File: config.mk
export PLATFORM = sky130hd
export DESIGN_NAME = mouse_button_gesture_toggle
export DESIGN_NICKNAME = d
export VERILOG_FILES = /design/src/hw/rtl/mbgt_pkg.sv /design/src/hw/rtl/mouse_button_gesture_toggle.sv
export SDC_FILE = /design/constraint.sdc
export NUM_CORES = 1
export LEC_CHECK = 0
export BUFFER_PORTS_ARGS = -buffer_cell sky130_fd_sc_hd__buf_2
export CELL_PAD_IN_SITES_DETAIL_PLACEMENT = 1
export CELL_PAD_IN_SITES_GLOBAL_PLACEMENT = 2
export CORE_MARGIN = 5
export CORE_UTILIZATION = 40
export CTS_CLUSTER_SIZE = 24
export DETAILED_ROUTE_END_ITERATION = 6
export PLACE_DENSITY = 0.84
export SLEW_MARGIN = 20
export SYNTH_ARGS = -nofsm -noshare
export SYNTH_HDL_FRONTEND = slang
export SYNTH_SLANG_ARGS = --single-unit
File: constraint.sdc
create_clock -name clk -period 8.52 [get_ports clk]
set_input_delay 0.426 -clock clk [delete_from_list [all_inputs] [get_ports clk]]
set_output_delay 0.426 -clock clk [all_outputs]
set_load 0.03 [all_outputs]
File: src/hw/rtl/mbgt_pkg.sv
// ----------------------------------------------------------------------------
// mbgt_pkg: shared types and constants of the mouse button gesture toggle
// Event and result payload structs, event codes and register reset values.
// ----------------------------------------------------------------------------
package mbgt_pkg;

	typedef struct packed {
		logic [4:0]         event_type;
		logic [9:0]         event_code;
		logic signed [31:0] event_value;
	} event_t;

	typedef struct packed {
		logic forward_event;
		logic meta_changed;
		logic meta_pressed;
		logic scroll_changed;
		logic scroll_pressed;
		logic overrun_reset;
	} result_t;

	// Gesture phases, one-hot.
	typedef enum logic [3:0] {
		PH_IDLE      = 4'b0001,
		PH_PENDING   = 4'b0010,
		PH_SCROLL_ON = 4'b0100,
		PH_SCROLL_EX = 4'b1000
	} phase_t;

	// Configuration register indexes.
	typedef enum logic [0:0] {
		REG_MOTION_THRESHOLD = 1'b0,
		REG_BACK_SCAN_CODE   = 1'b1
	} reg_index_t;

	localparam logic [4:0]  TYPE_SYN = 5'd0;
	localparam logic [4:0]  TYPE_KEY = 5'd1;
	localparam logic [4:0]  TYPE_REL = 5'd2;
	localparam logic [4:0]  TYPE_MSC = 5'd4;

	localparam logic [9:0]  CODE_SYN_DROPPED = 10'd3;
	localparam logic [9:0]  CODE_REL_X       = 10'd0;
	localparam logic [9:0]  CODE_REL_Y       = 10'd1;
	localparam logic [9:0]  CODE_MSC_SCAN    = 10'd4;
	localparam logic [9:0]  CODE_BTN_SIDE    = 10'h113;

	localparam logic signed [31:0] VAL_PRESS   = 32'sd1;
	localparam logic signed [31:0] VAL_RELEASE = 32'sd0;

	localparam logic [13:0] MOTION_MAX          = 14'h3FFF;
	localparam logic [13:0] THRESHOLD_RESET     = 14'd12;
	localparam logic [31:0] BACK_SCAN_RESET     = 32'h0009_0004;

endpackage

File: src/hw/rtl/mouse_button_gesture_toggle.sv
// ----------------------------------------------------------------------------
// mouse_button_gesture_toggle: back-button gesture filter for mouse events
// Takes one input event per transaction and returns one result per event:
// whether the event is forwarded, and any meta or scroll button actions.
// A tap of the back button toggles a meta lock; holding it while moving far
// enough turns it into a scroll lock; a dropped-events sync clears all gesture state.
// The block accepts one event every clock cycle while the result side does
// not stall. An event passes an input register and then a result register
// that drives the result outputs; the gesture state is updated by one level
// of compare and saturating add logic between the two. Configuration writes
// are always ready and must be issued while no event is in flight.
// ----------------------------------------------------------------------------
module mouse_button_gesture_toggle (
	input  logic                clk,
	input  logic                arst_n,
	input  logic                evt_valid,
	output logic                evt_stall,
	input  mbgt_pkg::event_t    evt,
	output logic                res_valid,
	input  logic                res_stall,
	output mbgt_pkg::result_t   res,
	input  logic                cfg_valid,
	output logic                cfg_ready,
	input  logic [0:0]          cfg_index,
	input  logic [31:0]         cfg_data
);

	// Configuration registers.
	logic [13:0] threshold_q;
	logic [31:0] back_scan_q;

	// Gesture state.
	mbgt_pkg::phase_t phase_q, phase_d;
	logic        meta_lock_q, meta_lock_d;
	logic        scroll_lock_q, scroll_lock_d;
	logic [13:0] motion_sum_q, motion_sum_d;
	logic        scan_back_q, scan_back_d;

	// Pipeline.
	logic              valid_s1, valid_s2;
	mbgt_pkg::event_t  evt_s1;
	mbgt_pkg::result_t res_s2, res_d;
	logic              adv_s2, adv_s1, accept;

	logic              is_drop;
	logic [31:0]       mag;
	logic [14:0]       sum_wide;
	logic [13:0]       sum_sat;

	assign cfg_ready = 1'b1;

	always_ff @(posedge clk or negedge arst_n) begin
		if (!arst_n) begin
			threshold_q <= mbgt_pkg::THRESHOLD_RESET;
			back_scan_q <= mbgt_pkg::BACK_SCAN_RESET;
		end else if (cfg_valid && cfg_ready) begin
			unique case (mbgt_pkg::reg_index_t'(cfg_index))
				mbgt_pkg::REG_MOTION_THRESHOLD: threshold_q <= cfg_data[13:0];
				mbgt_pkg::REG_BACK_SCAN_CODE:   back_scan_q <= cfg_data;
				default: ;
			endcase
		end
	end

	// The result register frees up when empty or when its transaction leaves.
	assign adv_s2    = !valid_s2 || !res_stall;
	assign adv_s1    = valid_s1 && adv_s2;
	assign evt_stall = valid_s1 && !adv_s2;
	assign accept    = evt_valid && !evt_stall;

	always_ff @(posedge clk or negedge arst_n) begin
		if (!arst_n) begin
			valid_s1 <= 1'b0;
		end else if (accept) begin
			valid_s1 <= 1'b1;
		end else if (adv_s1) begin
			valid_s1 <= 1'b0;
		end
	end

	always_ff @(posedge clk) begin
		if (accept) begin
			evt_s1 <= evt;
		end
	end

	// Magnitude of a motion delta; the most negative value yields 2^31.
	assign mag      = evt_s1.event_value[31] ? (32'd0 - evt_s1.event_value)
		: evt_s1.event_value;
	assign sum_wide = {1'b0, motion_sum_q} + {1'b0, mag[13:0]};
	assign sum_sat  = ((|mag[31:14]) || sum_wide[14]) ? mbgt_pkg::MOTION_MAX
		: sum_wide[13:0];
	assign is_drop  = (evt_s1.event_type == mbgt_pkg::TYPE_SYN)
		&& (evt_s1.event_code == mbgt_pkg::CODE_SYN_DROPPED);

	always_comb begin
		phase_d       = phase_q;
		meta_lock_d   = meta_lock_q;
		scroll_lock_d = scroll_lock_q;
		motion_sum_d  = motion_sum_q;
		scan_back_d   = scan_back_q;
		res_d         = '0;
		res_d.forward_event = 1'b1;

		priority if (evt_s1.event_type == mbgt_pkg::TYPE_MSC) begin
			if (evt_s1.event_code == mbgt_pkg::CODE_MSC_SCAN) begin
				scan_back_d = (evt_s1.event_value == back_scan_q);
			end
			res_d.forward_event = 1'b0;
		end else if (is_drop) begin
			// Release whichever locks were held, then return to reset state.
			res_d.meta_changed   = meta_lock_q;
			res_d.scroll_changed = scroll_lock_q;
			res_d.overrun_reset  = 1'b1;
			res_d.forward_event  = 1'b0;
			phase_d       = mbgt_pkg::PH_IDLE;
			meta_lock_d   = 1'b0;
			scroll_lock_d = 1'b0;
			motion_sum_d  = '0;
			scan_back_d   = 1'b0;
		end else if (evt_s1.event_type == mbgt_pkg::TYPE_KEY) begin
			scan_back_d = 1'b0;
			if ((evt_s1.event_code == mbgt_pkg::CODE_BTN_SIDE) || scan_back_q) begin
				res_d.forward_event = 1'b0;
				if (evt_s1.event_value == mbgt_pkg::VAL_PRESS) begin
					motion_sum_d = '0;
					if (scroll_lock_q) begin
						scroll_lock_d        = 1'b0;
						phase_d              = mbgt_pkg::PH_SCROLL_EX;
						res_d.scroll_changed = 1'b1;
					end else begin
						phase_d = mbgt_pkg::PH_PENDING;
					end
				end else if (evt_s1.event_value == mbgt_pkg::VAL_RELEASE) begin
					if (phase_q == mbgt_pkg::PH_PENDING) begin
						meta_lock_d        = !meta_lock_q;
						res_d.meta_changed = 1'b1;
						res_d.meta_pressed = !meta_lock_q;
					end
					phase_d      = mbgt_pkg::PH_IDLE;
					motion_sum_d = '0;
				end
			end
		end else if (evt_s1.event_type == mbgt_pkg::TYPE_REL) begin
			if (((evt_s1.event_code == mbgt_pkg::CODE_REL_X)
					|| (evt_s1.event_code == mbgt_pkg::CODE_REL_Y))
					&& (phase_q == mbgt_pkg::PH_PENDING)) begin
				motion_sum_d = sum_sat;
				if (sum_sat >= threshold_q) begin
					if (meta_lock_q) begin
						meta_lock_d        = 1'b0;
						res_d.meta_changed = 1'b1;
					end
					scroll_lock_d        = 1'b1;
					phase_d              = mbgt_pkg::PH_SCROLL_ON;
					res_d.scroll_changed = 1'b1;
					res_d.scroll_pressed = 1'b1;
				end
			end
		end else if (evt_s1.event_type == mbgt_pkg::TYPE_SYN) begin
			scan_back_d = 1'b0;
		end else begin
			// Unknown types pass through untouched.
			res_d.forward_event = 1'b1;
		end
	end

	always_ff @(posedge clk or negedge arst_n) begin
		if (!arst_n) begin
			phase_q       <= mbgt_pkg::PH_IDLE;
			meta_lock_q   <= 1'b0;
			scroll_lock_q <= 1'b0;
			motion_sum_q  <= '0;
			scan_back_q   <= 1'b0;
		end else if (adv_s1) begin
			phase_q       <= phase_d;
			meta_lock_q   <= meta_lock_d;
			scroll_lock_q <= scroll_lock_d;
			motion_sum_q  <= motion_sum_d;
			scan_back_q   <= scan_back_d;
		end
	end

	always_ff @(posedge clk or negedge arst_n) begin
		if (!arst_n) begin
			valid_s2 <= 1'b0;
		end else if (adv_s2) begin
			valid_s2 <= valid_s1;
		end
	end

	always_ff @(posedge clk) begin
		if (adv_s1) begin
			res_s2 <= res_d;
		end
	end

	assign res_valid = valid_s2;
	assign res       = res_s2;

	// A dropped-events sync leaves every piece of gesture state cleared.
	a_drop_clears: assert property (@(posedge clk) disable iff (!arst_n)
		adv_s1 && is_drop |=> (phase_q == mbgt_pkg::PH_IDLE) && !meta_lock_q
			&& !scroll_lock_q && (motion_sum_q == 14'd0) && !scan_back_q)
		else $error("gesture state not cleared after dropped sync");

	// Entering scroll always drops the meta lock.
	a_scroll_drops_meta: assert property (@(posedge clk) disable iff (!arst_n)
		$rose(scroll_lock_q) |-> !meta_lock_q && (phase_q == mbgt_pkg::PH_SCROLL_ON))
		else $error("scroll lock entered with meta held or wrong phase");

	// A press value is only reported together with its action.
	a_press_needs_change: assert property (@(posedge clk) disable iff (!arst_n)
		valid_s2 |-> (!res_s2.meta_pressed || res_s2.meta_changed)
			&& (!res_s2.scroll_pressed || res_s2.scroll_changed))
		else $error("press value without action");

	// An overrun result is never forwarded and never presses anything.
	a_overrun_result: assert property (@(posedge clk) disable iff (!arst_n)
		valid_s2 && res_s2.overrun_reset |-> !res_s2.forward_event
			&& !res_s2.meta_pressed && !res_s2.scroll_pressed)
		else $error("malformed overrun result");

endmodule

==> metrics.md <==
| Metric | Value |
|---|---|
| Outcome | `finished clean` |
| Power Density | `201.1 nW/um2` |
| Main synth FF type | `dfrtp_1` |
| Share of cells above drive strength 1 | `24.73%` |
| Setup Buffers After CTS | `0` |
| Reg2Reg Setup Slack | `2.89 ns` |
| Post-synth EDFFs | `53` |
| Fillers | `1,864` |
| Crit path launch | `evt_s1[3]$_DFFE_PP_` |
| Crit path cell chain | `nor3_1, nand3_1, o31ai_1, xnor2_1, ha_1, a2111oi_0, o2111ai_1, nor4_1, nand4b_1, nor2_1, buf_4, nand2_1, ha_1, a21o_1, a21oi_1, o21ai_0, a31o_2, a211oi_1, nor2_1, mux2_2` |
| Drt pass-1 iters | `6` |
| Vias after detailed routing | `5,255` |
| Share of the synthesized area in the top cell type | `23.59%` |
| Crit start category | `flip-flop` |
| Die ar. | `19,560 um2` |
| Setup crit end kind | `flip-flop` |
| Post-DR vias/cell | `5.446` |
| Peak supply drop | `119.8 uV` |
| Initial Util | `40.67%` |
| CTS tree | `done` |
| List of most frequent post-synthesis cells | `dfrtp_1, nand2_1, edfxtp_1` |
| Slew HR | `35.57%` |
| Ys async rst share | `56.56%` |
| Total wire length | `19,480 um` |
| Avg WL per Cell | `20.18 um` |
| Mapped Avg Cell Area | `10.54 um2` |
| Area Growth Syn to Fin | `18.14%` |
| GR peak layer | `met2` |
| Max Buffers Root-to-Sink | `2` |
| Slew @ Worst Pin | `0.9663 ns` |
| Final setup viols | `0` |
| Total power | `1.602 mW` |
| Synth cell types | `64` |
| Fin worst setup slack | `2.892 ns` |
| Die width | `139.9 um` |
| Nets | `847` |
| Req. time, crit path | `8.86 ns` |
| Antenna Nets Post-Route | `0` |
| Number of global-route vias before repair | `5,596` |
| RSZ-0062 raised after global routing | `no` |
| Leak pwr | `3.258 nW` |
| Clock tree root buffer cell | `clkbuf_16` |
| Cts repair resizes | `0` |
| IO Count | `94` |
| Final Cell Area | `7969 um2` |
| Syn Inst Count | `640` |
| Highest-delay cell along the critical path | `edfxtp_1` |
| Largest net degree at the start of global routing | `70` |
| CP Class | `reg -> reg` |
| Worst-Skew Late Latency | `0.43 ns` |
| Worst Setup EP | `phase_q[0]$_DFFE_PN1P_` |
| Synth top area cells | `edfxtp_1, dfrtp_1, mux2_2` |
| Die height | `139.9 um` |
| Met3 usage | `4.014%` |
| Dpl ws | `3.032 ns` |
| Clock-pin slew on the worst setup and hold paths | `0.07 ns` |
| Final hold vios | `0` |
| Syn nets | `756` |
| Mapped cell area | `6745 um2` |
| Post-synthesis register bit count | `122` |
| R2r worst-path depth | `20` |
| Final Max Slew Viols | `0` |
| Placed cell area | `7417 um2` |
| Detailed Route Iter0 Violations | `318` |
| Crit-path max FO | `20` |
| Part of the Yosys area used for sequential elements | `49.30%` |
| Cell taking the most area after synthesis | `edfxtp_1` |
| DRC violations left | `0` |
| Gp weighted congestion | `0.9011` |
| Fin Setup TNS | `0 ns` |
| Met1 usage | `25.81%` |
| GR Overflow Total | `0` |
| CTS sink cnt | `122` |
| CTS buffer count | `17` |
| Maxcap violations | `0` |
| HPWL Detailed | `14,710 um` |
| Slowest Stage Delay on Critical Path | `0.48 ns` |
| Worst reg2reg startpoint | `evt_s1[3]$_DFFE_PP_` |
| Fin crit period | `5.628 ns` |
| Ys Warns | `0` |
| Initial antenna violation count | `0` |
| Count leader, synth | `dfrtp_1` |
| Met2 Usage GRT | `35.27%` |
| PortBufs | `92` |
| CP Data Arrival Time | `5.97 ns` |
| Row count | `47` |
| First-pass GRT wire length | `31,330 um` |
| Tcrit/Tclk final | `66.05%` |
| Max Fclk | `177.7 MHz` |
| CTS Hold Bufs | `0` |
| Core Box Area | `16,580 um2` |
| Setup Skew | `0.01565 ns` |
| Total global-route track usage | `20.47%` |
| Worst min path class | `in -> reg` |
| H-tree depth reported by CTS | `4` |
| Critical R2R Capture | `phase_q[0]$_DFFE_PN1P_` |
==> layer usage <==
metal / vias up / wire [um]
met5: - / 0
met3: 22 / 719
met4: 0 / 361
li1: 2514 / -
met2: 114 / 9987
met1: 2605 / 8407
==> worst max-delay path, delay by kind of cell, from the launching register on <==
kind | cells | cell delay [ns]
AO/OA/AOI/OAI | 8 | 2.07
XOR/XNOR | 1 | 0.11
AND/OR/NAND/NOR | 7 | 1.84
adder cells (fa/ha/maj) | 2 | 0.46
multiplexers | 1 | 0.32
flip-flops | 1 | 0.48
buffers and inverters | 1 | 0.25
==> power by group <==
group / internal (mW) / total [mW] / switching (mW)
combinational: 0.0980 / 0.210 / 0.112
sequential: 0.673 / 0.719 / 0.0460
clock: 0.390 / 0.673 / 0.284
==> through the flow <==
| step | util [%] | cells | hold WS [ns] |
|---|---|---|---|
| floorplan | - | 640 | 0.1304 |
| global placement | 44.73 | 932 | 0.4609 |
| CTS | 48.03 | 964 | 0.1552 |
| global route | 48.04 | 964 | 0.1595 |
| finish | 48.05 | 965 | 0.1708 |
| detailed placement | 44.73 | 932 | 0.4667 |
==> kinds of logic after synthesis <==
kind of cell | share of synthesized area, %
AOI/OAI and AO/OA | 13.02
and+or+nand+nor | 15.41
DFF | 49.30
buffers and inverters | 3.302
adders and majority gates | 5.862
muxes | 6.158
xor gates and xnor gates | 6.882
other | 0.05559
==> cells in the final DEF, fill, tap and decap left out, drive strengths merged, types with 6 or more instances in the layout <==
| master | synthesis | routed |
|---|---|---|
| o21ai | 50 | 50 |
| buf | 10 | 97 |
| clkbuf | 15 | 20 |
| nor4 | 9 | 9 |
| edfxtp | 53 | 53 |
| xnor2 | 44 | 44 |
| mux2 | 36 | 36 |
| dfrtp | 63 | 63 |
| or3 | 8 | 8 |
| nand4 | 12 | 12 |
| a21oi | 32 | 32 |
| nand2b | 12 | 12 |
| a21o | 12 | 12 |
| dfstp | 6 | 6 |
| nand2 | 55 | 55 |
| nand3 | 9 | 9 |
| nor3 | 17 | 17 |
| or4 | 10 | 10 |
| ha | 30 | 30 |
| inv | 31 | 35 |
| nor2 | 41 | 41 |
| xor2 | 9 | 9 |
==> worst min-delay path by stage <==
stage          depth (start not counted)              startpoint  slack, ns                         end
3_5_place_dp                           1    valid_s1$_DFFE_PN0P_       0.47       res_valid$_DFFE_PN0P_
3_3_place_gp                           2  phase_q[3]$_DFFE_PN0P_       0.46      phase_q[3]$_DFFE_PN0P_
2_1_floorplan                          0                  arst_n       0.13  back_scan_q[0]$_DFFE_PN0P_
6_report                               1                  evt[4]       0.17         evt_s1[4]$_DFFE_PP_
5_1_grt                                1                 evt[34]       0.16        evt_s1[34]$_DFFE_PP_
4_1_cts                                1                 evt[13]       0.16        evt_s1[13]$_DFFE_PP_
==> registers in the layout (all words and copies together) (netlist names) <==
signal,flops
valid_s1,1
scroll_lock_q,1
meta_lock_q,1
res_valid,1
scan_back_q,1
phase_q,4
back_scan_q,32
evt_s1,47
motion_sum_q,14
threshold_q,14
res,6
==> area by class of cell <==
type                            count  area, um2  area share, %
Tap cell                          220      275.3          3.454
Sequential cell                   122       3326          41.73
Antenna cell                        1      2.502        0.03140
Timing Repair Buffer               97      498.0          6.249
Inverter                           31      116.4          1.460
Clock buffer                       20      456.7          5.731
Clock inverter                     12      91.34          1.146
Multi-Input combinational cell    462       3203          40.19
No activity file was read; power rests on OpenSTA's default activity.
